[config.mk]
export PLATFORM = sky130hd
export DESIGN_NAME = windowed_peak_reporter
export DESIGN_NICKNAME = d
export VERILOG_FILES = /design/src/rtl/wpr_pkg.sv /design/src/rtl/wpr_front.sv /design/src/rtl/wpr_back.sv /design/src/rtl/windowed_peak_reporter.sv
export SDC_FILE = /design/constraint.sdc
export NUM_CORES = 1
export LEC_CHECK = 0
export BUFFER_PORTS_ARGS = -buffer_cell sky130_fd_sc_hd__buf_2
export CAP_MARGIN = 20
export CORE_MARGIN = 8
export CORE_UTILIZATION = 52
export CTS_BUF_LIST = sky130_fd_sc_hd__clkbuf_16
export CTS_CLUSTER_DIAMETER = 60
export CTS_CLUSTER_SIZE = 14
export DETAILED_ROUTE_END_ITERATION = 10
export HOLD_SLACK_MARGIN = 0.02
export PLACE_DENSITY = 0.73
export SYNTH_ARGS = -nofsm -noshare
export SYNTH_HDL_FRONTEND = slang
export SYNTH_SLANG_ARGS = --single-unit
[constraint.sdc]
create_clock -name clk_i -period 5.9 [get_ports clk_i]
set_input_delay 0.295 -clock clk_i [delete_from_list [all_inputs] [get_ports clk_i]]
set_output_delay 0.295 -clock clk_i [all_outputs]
set_load 0.05 [all_outputs]
[src/rtl/wpr_pkg.sv]
// shared types and constants of the windowed peak reporter
package wpr_pkg;

  localparam int unsigned LoadW = 16;
  localparam int unsigned TsW   = 48;
  localparam int unsigned EndW  = TsW + 1;
  localparam int unsigned LenW  = 13;
  localparam int unsigned WinW  = 24;

  localparam logic [WinW-1:0] WindowReset = 24'd24000;

  // at most this many reports per transaction
  localparam int unsigned MaxResults = 33;
  localparam int unsigned ResCntW    = $clog2(MaxResults + 1);

  // both internal queues; depth must be a power of two
  localparam int unsigned QDepth = 2;
  localparam int unsigned QPtrW  = $clog2(QDepth);
  localparam int unsigned QCntW  = $clog2(QDepth + 1);

  typedef struct packed {
    logic [LoadW-1:0] load_value;
    logic [TsW-1:0]   block_start;
    logic [LenW-1:0]  block_length;
  } wpr_in_t;

  typedef struct packed {
    logic [TsW-1:0]   window_end;
    logic [LoadW-1:0] window_peak;
    logic             last_of_run;
  } wpr_out_t;

  // classified block handed from front to back
  typedef struct packed {
    logic [LoadW-1:0] load_value;
    logic [TsW-1:0]   block_start;
    logic [EndW-1:0]  block_end;
  } wpr_job_t;

  typedef enum logic {
    BackIdle,
    BackRun
  } wpr_back_state_e;

endpackage

[src/rtl/wpr_front.sv]
// front end: accepts block reports, drops empty blocks, queues jobs for the back end
module wpr_front (
  input  logic             clk_i,
  input  logic             rst_ni,
  input  logic             push,
  input  wpr_pkg::wpr_in_t in_item_i,
  output logic             full,
  output logic             job_valid_o,
  output wpr_pkg::wpr_job_t job_o,
  input  logic             job_pop_i
);
  import wpr_pkg::*;

  wpr_job_t           q_mem [QDepth];
  logic [QPtrW-1:0]   wr_ptr_q, wr_ptr_d;
  logic [QPtrW-1:0]   rd_ptr_q, rd_ptr_d;
  logic [QCntW-1:0]   cnt_q, cnt_d;
  logic               accept;
  logic               keep;
  logic               take;
  wpr_job_t           job_new;

  assign full        = (cnt_q == QCntW'(QDepth));
  assign job_valid_o = (cnt_q != '0);
  assign job_o       = q_mem[rd_ptr_q];

  assign accept = push && !full;
  // a zero-length block changes nothing, so it never reaches the back end
  assign keep   = accept && (in_item_i.block_length != '0);
  assign take   = job_pop_i && job_valid_o;

  always_comb begin
    job_new.load_value  = in_item_i.load_value;
    job_new.block_start = in_item_i.block_start;
    job_new.block_end   = {1'b0, in_item_i.block_start} + EndW'(in_item_i.block_length);
  end

  always_comb begin
    wr_ptr_d = keep ? wr_ptr_q + 1'b1 : wr_ptr_q;
    rd_ptr_d = take ? rd_ptr_q + 1'b1 : rd_ptr_q;
    cnt_d    = cnt_q;
    if (keep && !take) begin
      cnt_d = cnt_q + 1'b1;
    end else if (!keep && take) begin
      cnt_d = cnt_q - 1'b1;
    end
  end

  always_ff @(posedge clk_i or negedge rst_ni) begin
    if (!rst_ni) begin
      wr_ptr_q <= '0;
      rd_ptr_q <= '0;
      cnt_q    <= '0;
    end else begin
      wr_ptr_q <= wr_ptr_d;
      rd_ptr_q <= rd_ptr_d;
      cnt_q    <= cnt_d;
    end
  end

  always_ff @(posedge clk_i) begin
    if (keep) begin
      q_mem[wr_ptr_q] <= job_new;
    end
  end

endmodule

[src/rtl/wpr_back.sv]
// back end: window tracking, one report per cycle into the result queue while that queue has room
module wpr_back (
  input  logic              clk_i,
  input  logic              rst_ni,
  input  logic              job_valid_i,
  input  wpr_pkg::wpr_job_t job_i,
  output logic              job_pop_o,
  input  logic [wpr_pkg::WinW-1:0] win_len_i,
  input  logic              restart_i,
  output logic              empty,
  input  logic              pop,
  output wpr_pkg::wpr_out_t out_item_o
);
  import wpr_pkg::*;

  wpr_back_state_e     state_q, state_d;
  wpr_job_t            job_q, job_d;
  logic                started_q, started_d;
  logic [TsW-1:0]      next_end_q, next_end_d;
  logic [LoadW-1:0]    peak_q, peak_d;
  logic [ResCntW-1:0]  res_cnt_q, res_cnt_d;

  logic [TsW-1:0]      end_nxt;
  logic                due;
  logic                more;
  logic                res_push;
  wpr_out_t            res;

  wpr_out_t            oq_mem [QDepth];
  logic [QPtrW-1:0]    oq_wr_q, oq_rd_q;
  logic [QCntW-1:0]    oq_cnt_q, oq_cnt_d;
  logic                oq_take;
  logic                oq_room;

  assign oq_room = (oq_cnt_q != QCntW'(QDepth));
  assign oq_take = pop && !empty;
  assign empty   = (oq_cnt_q == '0);
  assign out_item_o = oq_mem[oq_rd_q];

  assign end_nxt = next_end_q + TsW'(win_len_i);
  assign due     = (job_q.block_end >= {1'b0, next_end_q});
  // another window end still fits in this block and in the report limit
  assign more    = ((res_cnt_q + 1'b1) < ResCntW'(MaxResults))
                && (job_q.block_end >= {1'b0, end_nxt});

  always_comb begin
    state_d    = state_q;
    job_d      = job_q;
    started_d  = started_q;
    next_end_d = next_end_q;
    peak_d     = peak_q;
    res_cnt_d  = res_cnt_q;
    job_pop_o  = 1'b0;
    res_push   = 1'b0;
    res.window_end  = next_end_q;
    res.window_peak = peak_q;
    res.last_of_run = !more;
    case (state_q)
      BackIdle: begin
        if (job_valid_i) begin
          job_pop_o = 1'b1;
          job_d     = job_i;
          started_d = 1'b1;
          res_cnt_d = '0;
          state_d   = BackRun;
          if (!started_q) begin
            next_end_d = job_i.block_start + TsW'(win_len_i);
            peak_d     = job_i.load_value;
          end else if (job_i.load_value > peak_q) begin
            peak_d = job_i.load_value;
          end
        end
      end
      BackRun: begin
        if (!due) begin
          state_d = BackIdle;
        end else if (oq_room) begin
          res_push   = 1'b1;
          next_end_d = end_nxt;
          peak_d     = job_q.load_value;
          res_cnt_d  = res_cnt_q + 1'b1;
          if (!more) begin
            state_d = BackIdle;
          end
        end
      end
      default: begin
        state_d = BackIdle;
      end
    endcase
    // a new window length reopens the window on the next transaction
    if (restart_i) begin
      started_d = 1'b0;
    end
  end

  always_comb begin
    oq_cnt_d = oq_cnt_q;
    if (res_push && !oq_take) begin
      oq_cnt_d = oq_cnt_q + 1'b1;
    end else if (!res_push && oq_take) begin
      oq_cnt_d = oq_cnt_q - 1'b1;
    end
  end

  always_ff @(posedge clk_i or negedge rst_ni) begin
    if (!rst_ni) begin
      state_q    <= BackIdle;
      started_q  <= 1'b0;
      next_end_q <= '0;
      peak_q     <= '0;
      res_cnt_q  <= '0;
      oq_wr_q    <= '0;
      oq_rd_q    <= '0;
      oq_cnt_q   <= '0;
    end else begin
      state_q    <= state_d;
      started_q  <= started_d;
      next_end_q <= next_end_d;
      peak_q     <= peak_d;
      res_cnt_q  <= res_cnt_d;
      oq_cnt_q   <= oq_cnt_d;
      if (res_push) begin
        oq_wr_q <= oq_wr_q + 1'b1;
      end
      if (oq_take) begin
        oq_rd_q <= oq_rd_q + 1'b1;
      end
    end
  end

  always_ff @(posedge clk_i) begin
    job_q <= job_d;
    if (res_push) begin
      oq_mem[oq_wr_q] <= res;
    end
  end

  a_oq_bound: assert property (@(posedge clk_i) disable iff (!rst_ni)
    oq_cnt_q <= QCntW'(QDepth))
    else $error("result queue overfilled");

  a_res_limit: assert property (@(posedge clk_i) disable iff (!rst_ni)
    state_q == BackRun |-> res_cnt_q < ResCntW'(MaxResults))
    else $error("report limit exceeded");

  a_last_ends: assert property (@(posedge clk_i) disable iff (!rst_ni)
    res_push && res.last_of_run |=> state_q == BackIdle)
    else $error("sequencer kept running after last report");

  a_end_in_block: assert property (@(posedge clk_i) disable iff (!rst_ni)
    res_push |-> {1'b0, res.window_end} <= job_q.block_end)
    else $error("reported window end lies past the block");

  a_pop_idle: assert property (@(posedge clk_i) disable iff (!rst_ni)
    job_pop_o |-> state_q == BackIdle && job_valid_i)
    else $error("job taken while busy");

endmodule

[src/rtl/windowed_peak_reporter.sv]
// top level of the windowed peak reporter
// Input channel: a block report (load, start timestamp, sample count) is one
// transaction, taken at a clock edge with push high and full low. Reports with
// a zero sample count are taken and dropped. A two-entry queue holds reports
// until the window sequencer is free.
// Output channel: while empty is low, out_item_o carries the oldest window
// report (end timestamp, peak load, last-of-run flag); pop takes it.
// An accepted transaction passes the input queue, the sequencer's job register
// and the result queue before its first report shows. The sequencer loads each
// transaction, then pushes one report per cycle while the result queue has room,
// up to 33 reports; with no window end in the block it loads and checks only.
// The sequencer pushes into a two-entry result queue; when pop stays low the
// queue fills, the sequencer holds, and then the input queue fills and full
// rises. Nothing is dropped.
// cfg_we_i writes the window length (zero acts as one) and forces the next
// transaction to open a fresh window; write only while the block is idle.
// Reset empties both queues, sets the window length to 24000 and leaves no
// window open.
module windowed_peak_reporter (
  input  logic                     clk_i,
  input  logic                     rst_ni,
  input  logic                     push,
  output logic                     full,
  input  wpr_pkg::wpr_in_t         in_item_i,
  output logic                     empty,
  input  logic                     pop,
  output wpr_pkg::wpr_out_t        out_item_o,
  input  logic                     cfg_we_i,
  input  logic [wpr_pkg::WinW-1:0] cfg_wdata_i
);
  import wpr_pkg::*;

  logic [WinW-1:0] win_q;
  logic [WinW-1:0] win_len;
  logic            job_valid;
  logic            job_pop;
  wpr_job_t        job;

  always_ff @(posedge clk_i or negedge rst_ni) begin
    if (!rst_ni) begin
      win_q <= WindowReset;
    end else if (cfg_we_i) begin
      win_q <= cfg_wdata_i;
    end
  end

  assign win_len = (win_q == '0) ? WinW'(1) : win_q;

  wpr_front u_front (
    .clk_i       (clk_i),
    .rst_ni      (rst_ni),
    .push        (push),
    .in_item_i   (in_item_i),
    .full        (full),
    .job_valid_o (job_valid),
    .job_o       (job),
    .job_pop_i   (job_pop)
  );

  wpr_back u_back (
    .clk_i       (clk_i),
    .rst_ni      (rst_ni),
    .job_valid_i (job_valid),
    .job_i       (job),
    .job_pop_o   (job_pop),
    .win_len_i   (win_len),
    .restart_i   (cfg_we_i),
    .empty       (empty),
    .pop         (pop),
    .out_item_o  (out_item_o)
  );

endmodule

==> impl_metrics.toml <==
[global_routing]
antenna_found_initial = 2
grt_max_degree = 114
grt_pass1_wl_um = 108000
track_usage_pct = 22.9
gr-total-overflow = 0
grt_pass1_vias = 18600

[setup_path]
reg2reg_from = "win_q[1]"
reg2reg_depth = 26
path_depth = 26
cp_slowest_cell = "dfrtp_2"
critPathMaxStageDelay_ps = 450
cpLargestDelayFamily = "compound AO/OA/AOI/OAI gates"
r2r_end = "u_back.state_q"
worst-path-buf-inv = 1
path_common_cell = "nand4_1"
reg2reg_slack_ps = 410
criticalPathCategory = "reg -> reg"
arrival_ps = 5930
path_max_fanout = 5
required_ps = 6340
startpoint_type = "flop"
crit_path_end_kind = "flop"

[timing]
post-route-period-util_pct = 93.1
max_freq_ghz = 0.182
finalCriticalPeriod_ps = 5490
slew_headroom_pct = 28.2
hold_ws_ps = 70.5
finalSetupViolCount = 0
skew_ps = 22.3
tightest_slew_ps = 1080
finalSetupTns_ps = 0
hold_viol = 0
drv_slew = 0

[logic_synthesis]
syn-cell-area_sq_um = 27000
synthArstFlopShare_pct = 19.8
ys_ff_latch = 525
synthTopCellsByArea = "edfxtp_1 47%, dfrtp_1 9.0%, mux2_2 7.7%, ha_1 7.6%, xnor2_1 3.4%"
synth_top_area_cell = "edfxtp_1"
yosys.cell_types.count = 78
synth_top_area_share_pct = 46.8
ys_seq_area_share_pct = 56.4
synth_nets = 2417
ys_warn_count = 0
synth-edff-count = 421
syn_inst = 2144
syn_avg_cell_area_sq_um = 12.6
synth_flop_cell = "edfxtp_1"

[cts]
cts_buffer_depth = 3
cts-buffers-inserted = 48
clock-sinks = 525
clkSlewWorstSetupHoldPaths_ps = 70
cts-htree-levels = 2
insertion_delay_ps = 600
tritoncts = "done"
cts-root-buf = "clkbuf_16"

[die]
initial_utilization_pct = 52.6
rows = 83
die_h_um = 244
core_sq_um = 51400
top_level_ports = 173
die_area_sq_um = 59500
die_width_um = 244

[power_and_ir_drop]
ir_worst_vdd_mv = 0.338
cellLeakagePower_uw = 0.0122
p_per_area_nw_per_um2 = 609
total_power_uw = 19000

[cells_and_area]
stdcell_area_sq_um = 31200
final_common_cell = "edfxtp_1"
mostFrequentLayoutCells = "421 x edfxtp_1, 184 x mux2_2, 171 x buf_2"
drive_gt1_share_pct = 20.5
area_growth_pct = 15.3
layout.nets = 2673

[drt]
met2_length_um = 31300
vias_per_cell = 5.92
ant_nets = 0
wl_met3_um = 4680
drc_errors = 0
drt-total-wl_um = 69900
wl_per_cell_um = 22.4
drtPass1Iterations = 5
first_iter_violations = 1461
top_layer = "met4"
wl_met1_um = 32100
vias = 18400

[hold_path]
hold_depth = 3
worstHoldPathType = "in -> reg"
holdPathEnd = "u_back.oq_rd_q"
hp-start = "pop"

[job]
cap_violations = 0

[placement]
globalplace.congestion = 0.926
hpwl_um = 51200
port_buffers = 172
placedInstanceArea_sq_um = 28700

[outcome]
status = "finished clean"
## metrics by stage
stage	std cells	util, %	worst slack (ps)
after floorplan	2144	-	241
after global placement	2940	55.8	339
after detailed placement	2940	55.8	201
after CTS	3114	60.5	196
after global routing	3117	60.6	-6.40
final	3117	60.6	408
## flip-flops by register name (all words and copies together) (netlist names)
signal and flops:
u_back.started_q 1, u_front.rd_ptr_q 1, u_back.next_end_q 48, u_back.peak_q 16, u_front.wr_ptr_q 1, u_front.q_mem 226
u_back.job_q 65, u_back.oq_rd_q 1, u_back.res_cnt_q 6, win_q 24, u_back.oq_cnt_q 2, u_front.cnt_q 2
u_back.oq_mem 130, u_back.state_q 1, u_back.oq_wr_q 1
## worst max path at each step
stage	from	end	slack [ps]
2_1_floorplan	u_back.next_end_q[40]	u_back.oq_mem[0][0]	240
6_report	win_q[1]	u_back.state_q	410
3_3_place_gp	win_q[18]	u_back.state_q	340
4_1_cts	win_q[18]	u_back.oq_mem[0][0]	200
3_5_place_dp	win_q[18]	u_back.oq_mem[1][0]	200
5_1_grt	win_q[1]	u_back.state_q	-6
## routing by layer
| layer | up-vias | track usage (%) |
|---|---|---|
| li1 | 8548 | - |
| met1 | 9099 | 33.7 |
| met2 | 678 | 35.3 |
| met3 | 116 | 3.49 |
| met4 | 0 | 6.29 |
| met5 | - | 0 |
## where the power goes
| part | switching, uW | internal [uW] | total (uW) |
|---|---|---|---|
| sequential | 998 | 5710 | 6710 |
| clock | 1360 | 1670 | 3030 |
| combinational | 5840 | 3380 | 9220 |
## synthesized netlist by cell type (6+ instances only)
master and n:
o21ai_1 6, o21bai_1 10, a21o_1 43, nor4_1 13, nand4_1 43, xor2_1 46, mux2i_1 55, nor3_1 35
or2_2 7, edfxtp_1 421, o22ai_1 6, and2_1 11, dfstp_2 7, nand2_1 118, inv_1 100, nand3_1 53
o221ai_1 8, a31oi_1 15, buf_1 7, o21ai_0 84, maj3_1 10, and3_1 23, o31a_1 7, nor2_1 100
nor2b_1 20, nand2b_1 11, xnor2_1 106, a22oi_1 7, a211oi_1 18, and4_1 9, o211ai_1 14, ha_1 164
a221oi_1 6, buf_2 18, dfrtp_1 97, mux2_2 184, a21oi_1 113, o21a_1 9, clkbuf_1 64, or3_1 11
## layout make-up
cell class | instances | area (sq um)
Multi-Input combinational cell | 1428 | 11100
Inverter | 100 | 375
Fill cell | 3952 | 20200
Sequential cell | 525 | 15300
Tap cell | 680 | 851
Clock buffer | 50 | 1250
Clock inverter | 35 | 262
Timing Repair Buffer | 297 | 2060
Antenna cell | 2 | 5.00
## timing repair
action                                  CTS  global route
endpoints found under the hold margin   216             0
hold buffers                             89             0
buffers inserted                          0             1
endpoints found under the setup margin    0             3
resized for setup                         0            12
## logic make-up (layout without fill, tap and decap cells)
logic type / Yosys count / in the layout / share of synthesized area (%)
compound gates: 388 / 388 / 9.20
xor+xnor: 152 / 152 / 4.93
fa+ha+maj: 177 / 177 / 8.18
buf+inv: 191 / 482 / 2.78
flops: 525 / 525 / 56.4
mux: 239 / 239 / 9.70
other cells: 0 / 2 / 0
simple gates: 472 / 472 / 8.79
## worst register-to-register path, stage by stage (launching register included)
cell,delay [ps]
dfrtp_2,450
nor4_2,270
buf_4,160
nand4_1,140
o21bai_1,250
ha_2,250
fa_1,250
o22ai_1,140
o211ai_1,210
a32o_1,250
o211ai_1,230
a311oi_2,440
and2_4,230
nand4_1,130
and2_1,220
nor2_1,120
ha_1,260
a21o_1,170
a21oi_1,130
nor2b_1,60
o21a_1,160
o21ai_0,190
nand4_1,160
a211oi_2,230
nor2_1,90
o21ai_1,120
nand2_1,60
No activity file was read; power rests on OpenSTA's default activity.
